## src/spq_pkg.sv

```systemverilog
package spq_pkg;

    localparam int DEPTH = 16;
    localparam int CNT_W = $clog2(DEPTH + 1);
    localparam int KEY_W = 16;
    localparam int TAG_W = 16;
    localparam int OCC_W = 5;

    typedef logic [CNT_W-1:0] count_t;

    typedef enum logic [1:0] {
        CMD_ENQ    = 2'd0,
        CMD_DEQ    = 2'd1,
        CMD_REM_TK = 2'd2,
        CMD_REM_T  = 2'd3
    } cmd_t;

    typedef enum logic [1:0] {
        ST_OK      = 2'd0,
        ST_FULL    = 2'd1,
        ST_EMPTY   = 2'd2,
        ST_NOMATCH = 2'd3
    } status_t;

    typedef struct packed {
        logic [KEY_W-1:0] key;
        logic [TAG_W-1:0] tag;
    } entry_t;

    // Broadcast to every cell
    typedef struct packed {
        logic             fire;
        logic             full;
        cmd_t             cmd;
        logic [KEY_W-1:0] key;
        logic [TAG_W-1:0] tag;
    } op_t;

    // Flags rippling from head to tail
    typedef struct packed {
        logic ins;
        logic found;
    } chain_t;

endpackage

```

## src/sorted_priority_queue.sv

```systemverilog
// Sorted priority queue of up to DEPTH (key, tag) entries, smallest key at
// the head, equal keys in arrival order. Each slave item carries a command
// in s_tuser and key/tag in s_tdata; every command yields exactly one master
// item with the dequeued entry (if any), a status code and the occupancy
// after the command. All cells compare against the broadcast key/tag and
// shift in parallel at the accept edge, and the result sits in one output
// register, so one command per cycle is accepted as long as m_tready keeps
// that register draining. Reset clears only the count and the output valid flag.
module sorted_priority_queue
    import spq_pkg::*;
(
    input  logic        aclk,
    input  logic        aresetn,
    input  logic        s_tvalid,
    output logic        s_tready,
    input  logic [31:0] s_tdata,   // item_key[15:0], item_tag[31:16]
    input  logic [1:0]  s_tuser,   // command[1:0]
    output logic        m_tvalid,
    input  logic        m_tready,
    output logic [39:0] m_tdata,   // out_key[15:0], out_tag[31:16], occupancy[36:32], zero[39:37]
    output logic [2:0]  m_tuser    // out_valid[0], status[2:1]
);

    op_t     op;
    logic    accept;
    count_t  count_reg;
    count_t  count_next;
    logic    m_valid_reg;
    logic    out_valid_reg;
    entry_t  out_entry_reg;
    status_t status_reg;
    count_t  occ_reg;
    status_t status_next;
    logic    out_valid_next;
    entry_t  out_entry_next;

    logic   cell_occ   [DEPTH];
    chain_t cell_chain [DEPTH];
    entry_t cell_entry [DEPTH];
    logic   found_any;

    assign s_tready = !m_valid_reg || m_tready;
    assign accept   = s_tvalid && s_tready;

    assign op.fire = accept;
    assign op.full = (count_reg == CNT_W'(DEPTH));
    assign op.cmd  = cmd_t'(s_tuser);
    assign op.key  = s_tdata[15:0];
    assign op.tag  = s_tdata[31:16];

    genvar i;
    generate
        for (i = 0; i < DEPTH; i++) begin : g_cell
            chain_t chain_prev;
            entry_t entry_prev;
            entry_t entry_succ;

            assign cell_occ[i] = (count_reg > CNT_W'(i));

            if (i == 0) begin : g_head
                assign chain_prev = '0;
                assign entry_prev = '0;
            end else begin : g_body
                assign chain_prev = cell_chain[i-1];
                assign entry_prev = cell_entry[i-1];
            end

            if (i == DEPTH - 1) begin : g_tail
                assign entry_succ = '0;
            end else begin : g_mid
                assign entry_succ = cell_entry[i+1];
            end

            spq_cell u_cell (
                .aclk       (aclk),
                .op         (op),
                .occ        (cell_occ[i]),
                .chain_prev (chain_prev),
                .entry_prev (entry_prev),
                .entry_succ (entry_succ),
                .chain_out  (cell_chain[i]),
                .entry_out  (cell_entry[i])
            );
        end
    endgenerate

    assign found_any = cell_chain[DEPTH-1].found;

    always_comb begin
        count_next     = count_reg;
        status_next    = ST_OK;
        out_valid_next = 1'b0;
        out_entry_next = '0;
        unique case (op.cmd) inside
            CMD_ENQ: begin
                if (op.full) begin
                    status_next = ST_FULL;
                end else begin
                    count_next = count_reg + CNT_W'(1);
                end
            end
            CMD_DEQ: begin
                if (count_reg == '0) begin
                    status_next = ST_EMPTY;
                end else begin
                    out_valid_next = 1'b1;
                    out_entry_next = cell_entry[0];
                    count_next     = count_reg - CNT_W'(1);
                end
            end
            CMD_REM_TK, CMD_REM_T: begin
                if (!found_any) begin
                    status_next = ST_NOMATCH;
                end else begin
                    count_next = count_reg - CNT_W'(1);
                end
            end
            default: status_next = ST_OK;
        endcase
    end

    always_ff @(posedge aclk) begin
        if (!aresetn) begin
            count_reg   <= '0;
            m_valid_reg <= 1'b0;
        end else begin
            if (accept) begin
                count_reg <= count_next;
            end
            if (accept) begin
                m_valid_reg <= 1'b1;
            end else if (m_tready) begin
                m_valid_reg <= 1'b0;
            end
        end
    end

    always_ff @(posedge aclk) begin
        if (accept) begin
            out_valid_reg <= out_valid_next;
            out_entry_reg <= out_entry_next;
            status_reg    <= status_next;
            occ_reg       <= count_next;
        end
    end

    assign m_tvalid = m_valid_reg;
    assign m_tdata  = {3'b000, OCC_W'(occ_reg), out_entry_reg.tag, out_entry_reg.key};
    assign m_tuser  = {status_reg, out_valid_reg};

    a_count_bound: assert property (@(posedge aclk) disable iff (!aresetn)
        count_reg <= CNT_W'(DEPTH))
        else $error("count exceeds depth");

    a_accept_shows: assert property (@(posedge aclk) disable iff (!aresetn)
        accept |=> m_valid_reg)
        else $error("accepted item gave no result");

    a_valid_ok: assert property (@(posedge aclk) disable iff (!aresetn)
        m_valid_reg && out_valid_reg |-> status_reg == ST_OK)
        else $error("dequeued entry with bad status");

    a_idle_zero: assert property (@(posedge aclk) disable iff (!aresetn)
        m_valid_reg && !out_valid_reg |-> out_entry_reg == '0)
        else $error("entry fields not zero without dequeue");

    a_enq_grows: assert property (@(posedge aclk) disable iff (!aresetn)
        accept && op.cmd == CMD_ENQ && !op.full |=> count_reg == $past(count_reg) + CNT_W'(1))
        else $error("enqueue did not grow count");

endmodule

```

## src/spq_cell.sv

```systemverilog
module spq_cell
    import spq_pkg::*;
(
    input  logic   aclk,
    input  op_t    op,
    input  logic   occ,
    input  chain_t chain_prev,
    input  entry_t entry_prev,
    input  entry_t entry_succ,
    output chain_t chain_out,
    output entry_t entry_out
);

    entry_t entry_reg;
    entry_t entry_next;
    logic   hit;

    always_comb begin
        unique case (op.cmd)
            CMD_ENQ:    hit = 1'b0;
            CMD_DEQ:    hit = occ;
            CMD_REM_TK: hit = occ && (entry_reg.tag == op.tag) && (entry_reg.key == op.key);
            CMD_REM_T:  hit = occ && (entry_reg.tag == op.tag);
            default:    hit = 1'b0;
        endcase
    end

    assign chain_out.ins   = !occ || (entry_reg.key > op.key);
    assign chain_out.found = chain_prev.found || hit;

    always_comb begin
        entry_next = entry_reg;
        if (op.fire) begin
            if (op.cmd == CMD_ENQ) begin
                if (!op.full && chain_out.ins) begin
                    // shift toward tail, or take the new item at the boundary
                    entry_next = chain_prev.ins ? entry_prev : entry_t'{key: op.key, tag: op.tag};
                end
            end else if (chain_out.found) begin
                // close the gap
                entry_next = entry_succ;
            end
        end
    end

    always_ff @(posedge aclk) begin
        entry_reg <= entry_next;
    end

    assign entry_out = entry_reg;

endmodule
```

## config.mk

```make
export PLATFORM = sky130hd
export DESIGN_NAME = sorted_priority_queue
export DESIGN_NICKNAME = d
export VERILOG_FILES = /design/src/spq_pkg.sv /design/src/sorted_priority_queue.sv /design/src/spq_cell.sv
export SDC_FILE = /design/constraint.sdc
export NUM_CORES = 2
export LEC_CHECK = 0
export ABC_AREA = 1
export BUFFER_PORTS_ARGS = -buffer_cell sky130_fd_sc_hd__buf_2
export CORE_UTILIZATION = 55
export CTS_BUF_LIST = sky130_fd_sc_hd__clkbuf_16
export DETAILED_ROUTE_END_ITERATION = 16
export MAX_ROUTING_LAYER = met4
export PLACE_DENSITY_LB_ADDON = 0.05
export SLEW_MARGIN = 20
export SYNTH_ARGS = -nofsm -noshare
export SYNTH_HDL_FRONTEND = slang
export SYNTH_HIERARCHICAL = 1
export SYNTH_SLANG_ARGS = --single-unit
```

## constraint.sdc

```tcl
create_clock -name aclk -period 5.5 [get_ports aclk]
set_input_delay 0.275 -clock aclk [delete_from_list [all_inputs] [get_ports aclk]]
set_output_delay 0.275 -clock aclk [all_outputs]
set_load 0.005 [all_outputs]
```

# After elaboration in Yosys (flattened, before gate mapping)
# Index checks and enable logic that the tools add are counted.
[op_classes]
add_sub_neg = 2
n_bitwise = 1
n_mux = 90
reduce_logical = 136
eq_ne = 52
n_lt_le_gt_ge = 32
[ops]
columns = ["cell", "count"]
rows = [
  ["$mux 32", 63],
  ["$eq 16x16->1", 32],
  ["$gt 16x16->1", 16],
  ["$pmux 1 s4", 16],
  ["$logic_and 1x1->1", 49],
  ["$reduce_and 3->1", 16],
  ["$gt 5x4->1 const B", 8],
  ["$reduce_bool 2->1", 17],
  ["$logic_or 1x1->1", 32],
  ["$ne 2x1->1 const B", 16],
  ["$gt 5x3->1 const B", 4],
  ["$logic_not 1->1", 18],
  ["$mux 5", 3],
  ["$pmux 5 s3", 1],
  ["$gt 5x1->1 const B", 2],
  ["$gt 5x2->1 const B", 2],
  ["$pmux 2 s3", 1],
  ["$add 5x1->5 const B", 1],
  ["$eq 5x5->1 const B", 1],
  ["$logic_not 5->1", 1],
  ["$sub 5x1->5 const B", 1],
  ["$eq 2x2->1 const B", 2],
  ["$mux 1", 4],
  ["$mux 2", 2],
  ["other kinds (4)", 5],
]
[totals]
out_inout_bits = 45
input_bits = 38
regBits = 558
word_cells = 352

# Longest topological paths before layout
[logic_depth]
ltp_word = 21
mapped_depth = 49
mapped_depth_nobuf = 49

# Modules after synthesis
# Netlist, hierarchy kept.
[by_module_without_submodules]
columns = ["module", "n_inst", "seq_area_each_um2", "cells_per_inst", "area_each_um2"]
rows = [
  ["spq_cell (g_cell[0].u_cell ...)", 12, 960.9, 343, 2413.6],
  ["spq_cell (g_cell[6].u_cell ...)", 4, 960.9, 341, 2388.5],
  ["sorted_priority_queue", 1, 1321.3, 253, 2331.0],
]

# Worst setup path after synthesis
# Ideal clock, no wire load.
[synth_timing]
kind = "register -> register"
from = "register count_reg[0]"
to = "register g_cell[15].u_cell.entry_reg (netlist bit g_cell[15].u_cell/entry_out[0]), enable pin"
t_arrival_ns = 4.092
path_buffers = 1
required_time_ns = 5.100
setup_ns = 0.400
setup_slack_ns = 1.008
period_less_slack_ns = 4.492
path_stages_with_launch = 43
path_cell_list = "dfxtp_1 -> inv_1 -> ha_1 -> buf_4 -> inv_2 -> nor2_4 -> nand2_4 -> inv_1 -> nor2_1 -> nand2_1 -> nand2_2 -> inv_1 -> nand2_2 -> inv_1 -> nand2_2 -> inv_1 -> nand2_2 -> inv_1 -> (+7 left out) -> inv_1 -> nand2_2 -> inv_1 -> nand2_2 -> inv_1 -> nand2_2 -> inv_1 -> nand2_2 -> inv_1 -> nand2_2 -> inv_1 -> nand2_2 -> inv_1 -> nand2_2 -> inv_1 -> nand2_2 -> nand2_2 -> a21oi_2"
[synth_rtl]
columns = ["element", "line", "text"]
rows = [
  ["start, declared", "sorted_priority_queue.sv:26", "count_t count_reg;"],
  ["start signal, assigned", "sorted_priority_queue.sv:128", "count_reg <= count_next;"],
  ["end signal, assigned", "spq_cell.sv:47", "entry_reg <= entry_next;"],
  ["end, declared", "spq_cell.sv:14", "entry_t entry_reg;"],
]

==> flow_metrics.tcl <==
set metrics [dict create \
    fin_crit_sh 0.861 \
    n_antenna_cell 0 \
    setup_tns_ps 0 \
    hold_start "s_tdata[21]" \
    clockPowerShare 0.329 \
    p_seq_frac 0.431 \
    numClockSinks 558 \
    fp.dieArea_um2 75400 \
    drtPass1Iterations 12 \
    drtIter0Drc 3466 \
    htreeDepth 3 \
    postRouteAntennaNets 0 \
    cp.arrival_ps 4970 \
    post_drt_wl_per_cell_um 17.9 \
    maxSlewViolCount 0 \
    numCtsBuffers 69 \
    slowest_stage "dfxtp_1" \
    grt.total_usage 0.335 \
    route.detailed.drc 1 \
    final_cells 6857 \
    fin_nets 6146 \
    ys_async_sr_fraction 0 \
    cap_violations 0 \
    io_pins 83 \
    dieWidth_um 275 \
    cts_root_buffer "clkbuf_16" \
    cts_tree "built" \
    antenna_found_initial 2 \
    required_ps 5740 \
    final_area_um2 44900 \
    dpl.cell_count 6731 \
    drive_gt1_frac 0.0783 \
    portBuffers 79 \
    skew_ps 36.4 \
    fin_util 0.613 \
    r2r_start "count_reg[1]$_SDFFE_PN0P_" \
    syn_area_um2 40800 \
    synth_cell_types 36 \
    area_growth_pct 9.85 \
    clock_latency_ps 630 \
    gp_congestion 0.895 \
    worst_pin_slew_ps 949 \
    setup.worst_path.start "count_reg[1]$_SDFFE_PN0P_" \
    synth-seq-area-share 0.409 \
    status "finished with violations" \
    wirelength_mm 123 \
    path_max_fanout 32 \
    synth-edff-count 552 \
    num_rows 99 \
    dieHeight_um 275 \
    switching_power_mw 4.51 \
    violations "DRC" \
    synthTopCellsByArea "edfxtp_1, nand2_1, o21ai_1, nor2_1, ha_1" \
    grt_pass1_wl_mm 196 \
    viasPerCell 5.56 \
    grt_pass1_vias 36300 \
    synthFlopType "edfxtp_1" \
    fmax_mhz 211 \
    hold_violations 0 \
    largest_reg_flops 512 \
    grt_overflow_total 0 \
    hold_class "in2reg" \
    worstSetupEndpointType "register" \
    max-slew-margin-rel 0.366 \
    placed_cell_area_um2 42700 \
    peakVddDrop_v 0.000276 \
    switching_share 0.340 \
    grt_max_degree 46 \
    core_um2 73200 \
    synth_top_area_frac 0.406 \
    p_comb_frac 0.240 \
    postCtsSetupRepairBufs 0 \
    yosys_warnings 6 \
    ys_seq_elements 558 \
    pre_cts_slack_ps 748 \
    path_class "reg2reg" \
    power_density_nw_per_um2 295 \
    finalSetupViolations 0 \
    rsz0062_at_grt "no" \
    internal-power_mw 8.74 \
    vias 38100 \
    worst_slack_ps 765 \
    clk_pin_slew_ps 60 \
    cts_buffer_depth 3 \
    final.min_clock_period_ps 4740 \
    synth_top_cell_by_area "edfxtp_1" \
    p_leak_nw 21.7 \
    hpwl_mm 87.4 \
    total_power_mw 13.3 \
    synth_cells 5733 \
    holdWs_ps 69.1 \
    cp-start-kind "register" \
    cp_slowest_stage_delay_ps 510 \
    synth_area_per_cell_um2 7.13 \
    floorplan.initialDensity 0.558 \
]
[timing repair]
item / 4_1_cts / 5_1_grt
hold buffers: 2 / 0
hold endpoints to repair: 2 / 0
resized for setup: 0 / 0
[per-layer routing]
layer	routed length, um	vias up	part of all wire	track usage
li1	-	18600	-	-
met1	55300	18100	0.45	0.461
met2	55600	1248	0.45	0.525
met3	8130	179	0.066	0.0311
met4	3510	0	0.029	0.0994
met5	0	-	0	-
[layout by cell type (no fill, tap or decap), types with 16 or more instances in the layout]
cell	count
buf_2	79
nand2_2	70
nor2_2	46
o21ai_1	792
nor2_4	16
inv_2	36
buf_4	87
edfxtp_1	552
conb_1	74
ha_1	261
xor2_1	18
o21a_1	16
clkinv_1	28
nand3_1	51
a21oi_1	123
inv_1	789
o21ai_0	288
clkbuf_16	73
nand2_1	1403
nor2_1	1017
[layout make-up]
type / instances / area [um2]
inverter: 821 / 3080
timing repair buffer: 173 / 1190
multi-input combinational: 4224 / 20600
fill: 6815 / 28300
clock buffer: 73 / 1830
clock inverter: 49 / 255
tap: 959 / 1200
sequential: 558 / 16700
[synth_stat cells (14+ instances only)]
library cell / n
a21oi_1: 123
nor2_1: 1017
o21a_1: 16
o21ai_0: 288
clkbuf_1: 176
nand2_1: 1404
xor2_1: 18
nand2_2: 69
inv_2: 35
nor2_2: 48
inv_1: 773
nand3_1: 51
edfxtp_1: 552
nor2_4: 14
buf_2: 19
a21oi_2: 16
o21ai_1: 792
ha_1: 261
[critical path: cells and delay by family (launching register included)]
| kind | cells | cell delay [ps] |
|---|---|---|
| compound gates | 2 | 640 |
| fa+ha+maj | 1 | 270 |
| buf+inv | 17 | 1460 |
| flops | 1 | 510 |
| simple gates | 18 | 1470 |
[cell families after synthesis]
family                     share of synthesized area
adders and majority gates                     0.0799
DFF                                            0.409
buffers and inverters                         0.0955
other                                      0.0000918
and+or+nand+nor                                0.253
xor gates and xnor gates                     0.00407
AOI/OAI and AO/OA                              0.159
[power by group through the flow]
stage          Clock, mW  Sequential, mW  Combinational (mW)
2_1_floorplan          0            5.64                2.18
3_3_place_gp           0            5.80                3.01
3_5_place_dp           0            5.80                3.11
4_1_cts             4.41            5.72                3.13
5_1_grt             4.55            5.78                3.61
6_report            4.35            5.72                3.18
[final timing paths]
check,slack [ps],to,depth (start not counted)
setup / recovery,760,g_cell[15].u_cell/entry_out[17]$_DFFE_PP_,38
hold / removal,70,g_cell[0].u_cell/entry_out[5]$_DFFE_PP_,3
setup reg to reg,760,g_cell[15].u_cell/entry_out[17]$_DFFE_PP_,38
hold reg to reg,510,m_tvalid$_SDFFE_PN0P_,2
No activity file was read; power rests on OpenSTA's default activity.
